## src/rtl/gep_pkg.sv

```systemverilog
// ----------------------------------------------------------------------------
// gep_pkg
// Types, field widths, register map and rule codes of the edge partitioner.
// ----------------------------------------------------------------------------
`default_nettype none

package gep_pkg;

    // Default build configuration
    localparam int MAX_PARTITIONS_DEF = 16;
    localparam int VERTEX_COUNT_DEF   = 65536;
    localparam int LOAD_WIDTH_DEF     = 32;

    // Word field widths
    localparam int VERTEX_W   = 16;
    localparam int PART_W     = 4;
    localparam int RULE_W     = 2;
    localparam int LOAD_OUT_W = 32;

    // Register map
    localparam int CFG_W      = 5;
    localparam int APB_DATA_W = 32;
    localparam int APB_ADDR_W = 3;
    localparam int REG_IDX_W  = 1;
    localparam logic [REG_IDX_W-1:0] REG_ACTIVE = 1'b0;
    localparam int ACTIVE_RST = 16;

    // Selection rule codes
    localparam logic [RULE_W-1:0] RULE_SHARED = 2'd0;
    localparam logic [RULE_W-1:0] RULE_UNION  = 2'd1;
    localparam logic [RULE_W-1:0] RULE_GLOBAL = 2'd2;

    // Sequencer states
    typedef enum logic [2:0] {
        S_CLEAR,
        S_IDLE,
        S_WRAP_Q,
        S_WRAP_R,
        S_READ,
        S_PICK,
        S_REDUCE,
        S_WR_DST
    } t_state;

    // Reset value of the partition count, clamped to the built maximum
    function automatic int active_reset(int max_parts);
        return (ACTIVE_RST > max_parts) ? max_parts : ACTIVE_RST;
    endfunction

endpackage

`default_nettype wire

```

## src/rtl/gep_least_loaded.sv

```systemverilog
// ----------------------------------------------------------------------------
// gep_least_loaded
// Iterative min-load search: one tree level per cycle over a node row that is
// reduced in place. Ties go to the lower partition index.
// ----------------------------------------------------------------------------
`default_nettype none

module gep_least_loaded #(
    parameter int NUM_PARTS = gep_pkg::MAX_PARTITIONS_DEF,
    parameter int LOAD_W    = gep_pkg::LOAD_WIDTH_DEF
) (
    input  wire logic                              i_clk,
    input  wire logic                              i_rst_n,
    input  wire logic                              i_start,
    input  wire logic [NUM_PARTS-1:0]              i_sel,
    input  wire logic [NUM_PARTS-1:0][LOAD_W-1:0]  i_loads,
    output logic                                   o_busy,
    output logic [$clog2(NUM_PARTS)-1:0]           o_index
);

    localparam int LVLS   = $clog2(NUM_PARTS);
    localparam int IDX_W  = LVLS;
    localparam int LEAVES = 1 << LVLS;
    localparam int HALF   = LEAVES / 2;
    localparam int CNT_W  = (LVLS > 1) ? $clog2(LVLS) : 1;

    logic              r_busy;
    logic [CNT_W-1:0]  r_lvl;

    logic              r_node_ok   [LEAVES];
    logic [LOAD_W-1:0] r_node_load [LEAVES];
    logic [IDX_W-1:0]  r_node_idx  [LEAVES];

    logic              leaf_ok   [LEAVES];
    logic [LOAD_W-1:0] leaf_load [LEAVES];
    logic [IDX_W-1:0]  leaf_idx  [LEAVES];

    logic              red_ok   [HALF];
    logic [LOAD_W-1:0] red_load [HALF];
    logic [IDX_W-1:0]  red_idx  [HALF];

    // Leaves: selected partitions, padding slots never win
    for (genvar g = 0; g < LEAVES; g++) begin : g_leaf
        if (g < NUM_PARTS) begin : g_used
            assign leaf_ok[g]   = i_sel[g];
            assign leaf_load[g] = i_loads[g];
            assign leaf_idx[g]  = IDX_W'(g);
        end else begin : g_pad
            assign leaf_ok[g]   = 1'b0;
            assign leaf_load[g] = '0;
            assign leaf_idx[g]  = '0;
        end
    end

    // One tree level: the lower node wins unless the upper one is strictly lighter
    for (genvar g = 0; g < HALF; g++) begin : g_pair
        logic take_lo;
        assign take_lo = r_node_ok[2*g] &&
                         (!r_node_ok[2*g+1] || (r_node_load[2*g] <= r_node_load[2*g+1]));
        assign red_ok[g]   = r_node_ok[2*g] || r_node_ok[2*g+1];
        assign red_load[g] = take_lo ? r_node_load[2*g] : r_node_load[2*g+1];
        assign red_idx[g]  = take_lo ? r_node_idx[2*g]  : r_node_idx[2*g+1];
    end

    // Level counter
    always_ff @(posedge i_clk) begin
        if (!i_rst_n) begin
            r_busy <= 1'b0;
            r_lvl  <= '0;
        end else if (i_start) begin
            r_busy <= 1'b1;
            r_lvl  <= '0;
        end else if (r_busy) begin
            if (r_lvl == CNT_W'(LVLS - 1)) begin
                r_busy <= 1'b0;
            end
            r_lvl <= r_lvl + CNT_W'(1);
        end
    end

    // Node row
    always_ff @(posedge i_clk) begin
        if (i_start) begin
            for (int i = 0; i < LEAVES; i++) begin
                r_node_ok[i]   <= leaf_ok[i];
                r_node_load[i] <= leaf_load[i];
                r_node_idx[i]  <= leaf_idx[i];
            end
        end else if (r_busy) begin
            for (int i = 0; i < HALF; i++) begin
                r_node_ok[i]   <= red_ok[i];
                r_node_load[i] <= red_load[i];
                r_node_idx[i]  <= red_idx[i];
            end
        end
    end

    assign o_busy  = r_busy;
    assign o_index = r_node_idx[0];

endmodule

`default_nettype wire

```

## config.mk

```make
export PLATFORM = sky130hd
export DESIGN_NAME = gep_least_loaded
export DESIGN_NICKNAME = d
export VERILOG_FILES = /design/src/rtl/gep_pkg.sv /design/src/rtl/gep_least_loaded.sv
export SDC_FILE = /design/constraint.sdc
export NUM_CORES = 1
export LEC_CHECK = 0
export ABC_AREA = 1
export CORE_MARGIN = 10
export CORE_UTILIZATION = 37
export DETAILED_ROUTE_END_ITERATION = 6
export DONT_BUFFER_PORTS = 1
export PLACE_DENSITY = 0.62
export SLEW_MARGIN = 20
export SYNTH_ARGS = -nofsm -noshare
export SYNTH_HDL_FRONTEND = slang
export SYNTH_SLANG_ARGS = --single-unit
```

## constraint.sdc

```tcl
create_clock -name i_clk -period 8 [get_ports i_clk]
set_clock_uncertainty 0.15 [all_clocks]
set_input_delay 1.2 -clock i_clk [delete_from_list [all_inputs] [get_ports i_clk]]
set_output_delay 1.2 -clock i_clk [all_outputs]
set_load 0.02 [all_outputs]
```

## Word-level counts from Yosys, hierarchy flattened

Memories as Yosys holds them, arrays and structs flattened.
Cells that the tools add are included.

- Bits in registers: 3
- Input port bits: 531
- Memories kept: 3
- RAM bits: 592
- Word-level logic and storage cells: 121

- Mux-type cells: 48
- Eq/ne operators: 1
- Magnitude comparators: 8
- Bitwise gates (word level): 25
- Reductions and logical operators: 33
- Add/sub/neg operators: 1

Memory list:

| memory | words | bits a word | rd ports | clocked after memory_dff | wr ports | line | RTL |
|---|---|---|---|---|---|---|---|
| r_node_load | 16 | 32 | 16 | 0 | 16 | gep_least_loaded.sv:31 | `logic [LOAD_W-1:0] r_node_load [LEAVES];` |
| r_node_idx | 16 | 4 | 16 | 0 | 16 | gep_least_loaded.sv:32 | `logic [IDX_W-1:0] r_node_idx [LEAVES];` |
| r_node_ok | 16 | 1 | 16 | 0 | 16 | gep_least_loaded.sv:30 | `logic r_node_ok [LEAVES];` |

Operator list:

| operator | count |
|---|---|
| $mux W32 | 16 |
| $le A32 B32 Y1 | 8 |
| $mux W4 | 16 |
| $or A1 B1 Y1 | 24 |
| $logic_or A1 B1 Y1 | 16 |
| $mux W1 | 16 |
| $logic_and A1 B1 Y1 | 8 |
| $logic_not A1 Y1 | 8 |
| $add A2 B1 Y2 const B | 1 |
| $eq A2 B2 Y1 const B | 1 |
| $reduce_or A2 Y1 | 1 |
| $not A1 Y1 | 1 |

## Depth between registers and ports, before layout

Gate-level depths: netlist (run 1).
An unclocked memory read counts as a cell.

- Word-level depth: 6
- Gate-level depth with buffers: 19
- Gate-level depth less buffers: 18

## Least setup slack after synthesis (run 1)

Ideal clock, no wire load.

- Path type: in2reg
- Start point: input i_start
- End point: memory r_node_idx[0][10] (netlist bit) (enable)
- Required time: 7,248 ps
- Cell stages on the path: 2
- Arrival time: 6,095 ps
- Slack: 1,153 ps
- Setup time: 602 ps
- Cells stage by stage: nor2_1 > inv_1

RTL lines:

| item | line | RTL |
|---|---|---|
| start, declared | gep_least_loaded.sv:14 | `input wire logic i_start,` |
| end, declared | gep_least_loaded.sv:32 |  |

==> results of run 1 <==
## worst max-delay path by stage
stage | slack [ns] | end | startpoint
finish | 4.59 | r_node_load[0][236] | r_node_load[1][199]
global route | 4.42 | r_node_idx[0][4] | r_node_load[0][103]
CTS | 4.64 | r_node_idx[0][4] | r_node_load[0][103]
detailed placement | 4.42 | r_node_ok[0][5] | i_start
global placement | 4.42 | r_node_ok[0][5] | i_start
floorplan | 1.15 | r_node_idx[0][10] | i_start
## kinds of logic after synthesis
kind of cell	count (synthesis)	synth area share
flops	553	0.543
compound gates	215	0.0384
buf+inv	683	0.0923
xor+xnor	1	0.000287
simple gates	1591	0.221
fa+ha+maj	257	0.105
## final cells by class
class / count / area [um^2]
Clock buffer: 84 / 1760
Tap cell: 1070 / 1340
Multi-Input combinational cell: 2064 / 11200
Sequential cell: 553 / 16600
Inverter: 549 / 2080
Timing Repair Buffer: 13 / 123
Fill cell: 8118 / 48500
Antenna cell: 35 / 87.6
Clock inverter: 36 / 334
## state kept, by name (all words and copies together) (netlist names)
register     count
r_node_idx      22
r_node_ok       16
o_busy           1
r_lvl            2
r_node_load    512
## per-stage QoR
stage / cell area [um^2] / setup WS, ns / utilization / hold slack (ns)
floorplan: 30500 / 1.15 / - / 0.292
global placement: 31300 / 4.42 / 0.382 / 0.306
detailed placement: 31300 / 4.42 / 0.382 / 0.309
CTS: 33400 / 4.64 / 0.407 / 0.317
global route: 33400 / 4.42 / 0.408 / 0.364
finish: 33500 / 4.59 / 0.408 / 0.315
## worst max-delay path: stages, from the launching register on
cell	delay [ns]
edfxtp_1	0.41
ha_1	0.32
nand2_1	0.07
nor2_1	0.25
nand4_1	0.19
nor2_1	0.19
a21boi_1	0.10
nand2_2	0.58
nand2_4	0.46
nand2_1	0.16
nand3_1	0.17
nand2_1	0.17
## metal layers
metal,track usage,part of all wire
met5,0,0.0032
met2,0.304,0.46
met1,0.251,0.42
met4,0.0853,0.031
met3,0.0651,0.086
## cells in the final DEF (no fill, tap or decap), types with 8 or more instances in the layout
cell / count
nand3_1: 468
clkinv_2: 8
diode_2: 35
clkinv_1: 11
a21oi_1: 117
nand2_1: 994
nand2_4: 8
ha_1: 257
nor2_1: 84
o21ai_0: 58
edfxtp_1: 550
clkbuf_1: 16
nand4_1: 18
o21a_1: 15
inv_1: 547
buf_4: 11
clkbuf_16: 68
## where the power goes
group,switching [mW],internal [mW]
clock,1.24,1.70
combinational,0.756,0.386
sequential,0.171,3.51
==> flow_metrics.py, run 1 <==
metrics = {
    "setup_path": {
        "rr_endpoint": "r_node_load[0][236]",
        "crit_path_max_fanout": 34,
        "crit_path_end_kind": "flip-flop",
        "critPathArrivalTime_ns": 3.72,
        "crit_required_ns": 8.31,
        "r2r_slack_ns": 4.59,
        "startpoint_type": "flip-flop",
        "reg2regPathDepth": 11,
        "path_class": "flip-flop to flip-flop",
        "timing.rr.start": "r_node_load[1][199]",
    },
    "floorplanning": {
        "die_x_um": 307,
        "core_mm2": 0.0820,
        "ios": 536,
        "initial_core_util": 0.373,
        "fp.dieH_um": 307,
        "die_area_mm2": 0.0944,
        "row_count": 105,
    },
    "power_and_ir_drop": {
        "vdd_drop_max_mv": 0.188,
        "leakagePower_nw": 15.8,
        "total_power_mw": 7.77,
        "power_density_mw_per_mm2": 232,
    },
    "finish": {
        "fin_nets": 4036,
        "fin_cells": 4404,
        "layout-drive-gt1-share": 0.0403,
        "area_delta_synth_final_pct": 9.55,
    },
    "synth": {
        "ys.warnings.count": 0,
        "synth.area.top_cells": "edfxtp_1, nand2_1, ha_1",
        "yosysSeqAreaShare": 0.543,
        "synth_fp_nets": 4088,
        "synth_area_leader_cell": "edfxtp_1",
        "synthCells": 3300,
        "ys_ff_latch": 553,
        "syn_avg_cell_area_um2": 9.26,
        "yosys_most_used_dff": "edfxtp_1",
        "synth_commonest_cells": "nand2_1, edfxtp_1, inv_1",
        "synth_edf_count": 550,
        "yosysMostFrequentCell": "nand2_1",
        "ys_async_sr_fraction": 0,
        "netlist_area_mm2": 0.0305,
        "ys_types": 29,
        "yosysTopAreaCellShare": 0.541,
    },
    "placement": {
        "port_buffers": 0,
        "dpl.hpwl_um": 73100,
        "place_congestion": 0.895,
        "placed_cells": 4249,
    },
    "cts": {
        "post_cts_buffers": 0,
        "htreeDepth": 3,
        "ctsResizeCount": 0,
        "cts_hold_buf": 0,
        "cts_made_buffers": 67,
        "clockRootBuffer": "clkbuf_16",
        "clock_path_buffers": 3,
        "insertion_delay_ns": 0.63,
        "clkSinkCount": 553,
        "cts_tree": "done",
        "clk_pin_slew_ns": 0.06,
    },
    "drt": {
        "ant_nets": 0,
        "first_iter_violations": 1766,
        "post_drt_wl_per_cell_um": 21.9,
        "viasPerCell": 5.04,
        "vias": 22185,
        "drcViolationCount": 0,
        "routed_wl_um": 96300,
        "first_pass_iters": 5,
    },
    "run_status": {
        "status": "finished clean",
    },
    "sta": {
        "grt_setup_unrepaired": "false",
        "fmax_mhz": 293,
        "maxSlewViolCount": 0,
        "setup_viol": 0,
        "finalHoldViolCount": 0,
        "relSlewSlack": 0.321,
        "worst_slew_pin_slew_ns": 1.02,
        "period_minus_slack_ns": 3.41,
        "fin_crit_sh": 0.426,
        "tns_ns": 0,
    },
    "job": {
        "drv_cap": 0,
    },
    "global_routing": {
        "gr-total-overflow": 0,
        "grt_pass1_wl_um": 139000,
        "grt_usage": 0.198,
        "grt_pass1_vias": 21299,
        "grt_max_degree": 269,
        "antenna_found_initial": 56,
    },
    "min_path": {
        "holdPathEnd": "r_lvl[1]",
        "hp-class": "flip-flop to flip-flop",
        "min_from": "r_lvl[1]",
        "whs_path_depth": 2,
    },
}
Note: power is estimated with default switching activity, not from simulation.
==> inputs of run 2 (changes only) <==
PLACE_DENSITY = 0.64   (was 0.62)
clock period = 2.84 ns   (was 8 ns; I/O delays follow)
==> flow_metrics.py, run 2 (synthesis results as in run 1) <==
metrics = {
    "drt": {
        "first_pass_iters": 7,
        "routed_wl_um": 105000,
        "first_iter_violations": 2778,
        "viasPerCell": 5.08,
        "ant_nets": 0,
        "post_drt_wl_per_cell_um": 21.2,
        "drcViolationCount": 4,
        "vias": 25307,
    },
    "cts": {
        "clk_pin_slew_ns": 0.06,
        "insertion_delay_ns": 0.62,
        "htreeDepth": 3,
        "cts_tree": "done",
        "clockRootBuffer": "clkbuf_16",
        "clkSinkCount": 553,
        "clock_path_buffers": 3,
        "cts_made_buffers": 68,
    },
    "power_and_ir_drop": {
        "vdd_drop_max_mv": 0.501,
        "pwr-share-comb": 0.183,
        "leakagePower_nw": 18.2,
        "pwr-share-seq": 0.455,
        "power_density_mw_per_mm2": 581,
        "intPower_mw": 16.2,
        "power.switching_mw": 6.56,
        "clkPwrFrac": 0.362,
        "swShare": 0.288,
    },
    "sta": {
        "setup_viol": 0,
        "period_minus_slack_ns": 2.74,
        "grt_setup_unrepaired": "false",
        "finalHoldViolCount": 109,
        "relSlewSlack": 0.462,
        "fin_crit_sh": 0.964,
        "worst_slew_pin_slew_ns": 0.807,
        "maxSlewViolCount": 0,
        "whs_ns": -0.183,
        "setup_ws_ns": 0.102,
        "fmax_mhz": 365,
    },
    "floorplanning": {
        "ios": 536,
        "fp.dieH_um": 307,
        "die_x_um": 307,
        "die_area_mm2": 0.0944,
        "row_count": 105,
        "core_mm2": 0.0820,
        "initial_core_util": 0.373,
    },
    "min_path": {
        "hp-class": "input pin to flip-flop",
        "min_from": "i_start",
        "whs_path_depth": 0,
    },
    "finish": {
        "mostFrequentLayoutCells": "nand2_1, edfxtp_1, inv_1, dlygate4sd3_1, nand3_1",
        "area_delta_synth_final_pct": 28.3,
        "largestRegisters": "r_node_load (512), r_node_idx (22), r_node_ok (16)",
        "largest_reg_flops": 512,
        "fin_nets": 4606,
        "final_common_cell": "nand2_1",
        "largest_register": "r_node_load",
        "layout-drive-gt1-share": 0.0468,
        "n_fill_cell": 7355,
    },
    "run_status": {
        "violations": "design-rule violations, negative hold slack",
        "status": "complete, but fails checks",
    },
    "setup_path": {
        "startpoint_type": "flip-flop",
        "crit_required_ns": 2.97,
        "timing.rr.start": "r_node_load[1][69]",
        "crit_path_max_fanout": 9,
        "reg2regPathDepth": 14,
        "path_class": "flip-flop to flip-flop",
        "worst-path-buf-inv": 1,
        "crit_path_end_kind": "flip-flop",
        "crit_chain": "ha_1 > a21oi_1 > nor2_1 > nor2_1 > nand2_1 > nand2_1 > nand2_1 > nand2_1 > nand2_1 > nand2_2 > buf_4 > nand3_1 > nand3_1 > nand2_1",
        "cp-startpoint": "r_node_load[1][69]",
        "path_depth": 14,
        "critPathArrivalTime_ns": 2.87,
        "crit_top_cell": "nand2_1",
        "cpPeakStageDelay_ns": 0.41,
        "cp_slowest_cell": "edfxtp_1",
        "cpLargestDelayFamily": "simple AND/OR/NAND/NOR gates",
    },
    "global_routing": {
        "gr-total-overflow": 0,
        "grt_pass1_wl_um": 157000,
        "antenna_found_initial": 32,
        "grt_pass1_vias": 25733,
        "grt_max_degree": 269,
        "grt_usage": 0.217,
    },
    "placement": {
        "dpl.hpwl_um": 75600,
        "place_congestion": 0.920,
        "port_buffers": 0,
        "pre_cts_slack_ns": 0.0651,
    },
    "job": {
        "drv_cap": 0,
    },
}
-- run 2: stage by stage --
stage / cells / power [mW] / cell area (um^2) / setup TNS (ns) / utilization
floorplan: 3300 / 12.8 / 30600 / -526.23 / -
global placement: 4292 / 13.8 / 31700 / 0 / 0.387
detailed placement: 4292 / 13.9 / 31700 / 0 / 0.387
CTS: 4939 / 22.7 / 39000 / 0 / 0.476
global route: 4968 / 23.8 / 39200 / 0 / 0.478
finish: 4977 / 22.8 / 39200 / 0 / 0.478
-- run 2: final cells by class --
type / instances / area, um^2 / area share
repair buffers: 582 / 5850 / 0.149
diodes: 37 / 92.6 / 0.00236
inverters: 549 / 2070 / 0.0529
clock buffers: 82 / 1800 / 0.0458
well taps: 1070 / 1340 / 0.0342
clock inverters: 40 / 263 / 0.00670
multi-input cells: 2064 / 11200 / 0.286
flip-flops and latches: 553 / 16600 / 0.423
-- run 2: what timing repair did --
item,CTS,global route
hold endpoints to repair,767,145
resized for setup,0,10
endpoints found under the setup margin,0,17
buffers inserted,0,0
hold buffers,525,1
-- run 2: final timing paths --
check / slack [ns] / endpoint
max: 0.10 / r_node_load[0][165]
min: -0.18 / r_node_load[1][111]
max reg2reg: 0.10 / r_node_load[0][165]
min reg2reg: 0.32 / r_lvl[1]
-- run 2: metal layers --
layer  share of wire  global-route usage
met1            0.41               0.279
met2            0.47               0.352
met3           0.075              0.0378
met4           0.043              0.0989
met5         0.00032                   0
-- run 2: power groups by stage --
stage	clock [mW]	sequential, mW	combinational, mW
after global placement	0	10.5	3.33
final	8.24	10.4	4.17
after CTS	8.32	10.3	4.06
after detailed placement	0	10.5	3.39
after global routing	8.71	10.4	4.69
after floorplan	0	10.3	2.56
==> inputs of run 3 (changes only) <==
CTS_BUF_LIST = sky130_fd_sc_hd__clkbuf_16   (was not set)
==> flow_metrics.py, run 3 (synthesis results as in run 1) <==
metrics = {
    "run_status": {
        "status": "complete, but fails checks",
        "violations": "negative hold slack",
    },
    "sta": {
        "grt_setup_unrepaired": "false",
        "whs_ns": -0.183,
        "fin_crit_sh": 0.973,
        "worst_slew_pin_slew_ns": 0.804,
        "finalHoldViolCount": 112,
        "setup_ws_ns": 0.0776,
        "maxSlewViolCount": 0,
        "relSlewSlack": 0.464,
        "period_minus_slack_ns": 2.76,
        "setup_viol": 0,
        "fmax_mhz": 362,
    },
    "finish": {
        "final_common_cell": "nand2_1",
        "largestRegisters": "r_node_load (512), r_node_idx (22), r_node_ok (16)",
        "largest_reg_flops": 512,
        "n_fill_cell": 7355,
        "largest_register": "r_node_load",
        "mostFrequentLayoutCells": "nand2_1, inv_1, edfxtp_1, dlygate4sd3_1, nand3_1",
        "area_delta_synth_final_pct": 28.3,
        "fin_cells": 4977,
        "fin_nets": 4606,
        "layout-drive-gt1-share": 0.0468,
    },
    "setup_path": {
        "crit_path_max_fanout": 9,
        "cpLargestDelayFamily": "simple AND/OR/NAND/NOR gates",
        "crit_chain": "ha_1 > a21o_1 > nor2_1 > nand2_1 > nand2_1 > nand2_1 > nand2_1 > nand2_1 > nand2_2 > buf_4 > nand3_1 > nand3_1 > nand2_1",
        "crit_required_ns": 2.97,
        "cp_slowest_cell": "edfxtp_1",
        "r2r_slack_ns": 0.08,
        "cpPeakStageDelay_ns": 0.45,
        "reg2regPathDepth": 13,
        "startpoint_type": "flip-flop",
        "path_class": "flip-flop to flip-flop",
        "crit_top_cell": "nand2_1",
        "worst-path-buf-inv": 1,
        "crit_path_end_kind": "flip-flop",
        "critPathArrivalTime_ns": 2.89,
        "path_depth": 13,
    },
    "cts": {
        "post_cts_buffers": 0,
        "clkSinkCount": 553,
        "clock_path_buffers": 3,
        "clk_pin_slew_ns": 0.06,
        "clockRootBuffer": "clkbuf_16",
        "cts_tree": "done",
        "cts_made_buffers": 68,
        "insertion_delay_ns": 0.62,
        "htreeDepth": 3,
    },
    "power_and_ir_drop": {
        "intPower_mw": 16.2,
        "clkPwrFrac": 0.360,
        "pwr-share-seq": 0.456,
        "vdd_drop_max_mv": 0.502,
        "power.switching_mw": 6.56,
        "swShare": 0.289,
        "leakagePower_nw": 18.2,
        "pwr-share-comb": 0.184,
        "power_density_mw_per_mm2": 580,
    },
    "floorplanning": {
        "initial_core_util": 0.373,
        "core_mm2": 0.0820,
        "ios": 536,
        "row_count": 105,
        "die_x_um": 307,
        "die_area_mm2": 0.0944,
        "fp.dieH_um": 307,
    },
    "global_routing": {
        "antenna_found_initial": 32,
        "grt_pass1_vias": 25735,
        "grt_max_degree": 269,
        "gr-total-overflow": 0,
        "grt_pass1_wl_um": 157000,
        "grt_usage": 0.217,
    },
    "drt": {
        "ant_nets": 0,
        "post_drt_wl_per_cell_um": 21.2,
        "drcViolationCount": 0,
        "viasPerCell": 5.10,
        "first_pass_iters": 6,
        "vias": 25373,
        "routed_wl_um": 105000,
        "first_iter_violations": 2681,
    },
    "placement": {
        "place_congestion": 0.920,
        "port_buffers": 0,
        "placed_cells": 4292,
        "pre_cts_slack_ns": 0.0651,
        "dpl.hpwl_um": 75600,
    },
    "job": {
        "drv_cap": 0,
    },
    "min_path": {
        "whs_path_depth": 0,
        "hp-class": "input pin to flip-flop",
    },
}
[run 3: per-layer routing]
layer,wire length [um],share of wire,global-route usage,up-vias
met2,49900,0.47,0.352,1339
met3,7850,0.075,0.0378,309
met5,34,0.00032,0,-
met4,4580,0.043,0.0989,6
li1,-,-,-,11944
met1,42900,0.41,0.279,11775
[run 3: stage by stage]
| stage | power [mW] | hold slack [ns] | cell area, um^2 | setup TNS [ns] | util |
|---|---|---|---|---|---|
| finish | 22.7 | -0.183 | 39200 | 0 | 0.478 |
| detailed placement | 13.9 | 0.311 | 31700 | 0 | 0.387 |
| CTS | 22.7 | -0.220 | 39000 | 0 | 0.476 |
| floorplan | 12.8 | 0.291 | 30600 | -526.23 | - |
| global placement | 13.8 | 0.303 | 31700 | 0 | 0.387 |
| global route | 23.8 | -0.185 | 39200 | 0 | 0.478 |
[run 3: power by group through the flow]
| stage | combinational, mW | sequential [mW] | clock (mW) |
|---|---|---|---|
| global route | 4.69 | 10.4 | 8.67 |
| finish | 4.18 | 10.4 | 8.19 |
| CTS | 4.06 | 10.3 | 8.28 |
| global placement | 3.33 | 10.5 | 0 |
| floorplan | 2.56 | 10.3 | 0 |
| detailed placement | 3.39 | 10.5 | 0 |
[run 3: cell type report]
type	instances	area (um^2)	share of cell area
antenna	37	92.6	0.00236
tap	1070	1340	0.0342
clock buffer	70	1750	0.0447
inverter	549	2070	0.0529
sequential	553	16600	0.423
multi-input combinational	2064	11200	0.286
clock inverter	52	308	0.00785
timing repair buffer	582	5850	0.149
[run 3: what timing repair did]
item,4_1_cts,5_1_grt
hold buffers,525,1
resized for setup,0,10
setup endpoints to repair,0,17
hold endpoints to repair,767,145
[run 3: final timing paths]
path	start	end
worst min register to register	r_lvl[1]	r_lvl[1]
worst min-delay path	i_start	r_node_load[1][111]
worst max register to register	r_node_load[1][71]	r_node_load[0][165]
worst max-delay path	r_node_load[1][71]	r_node_load[0][165]
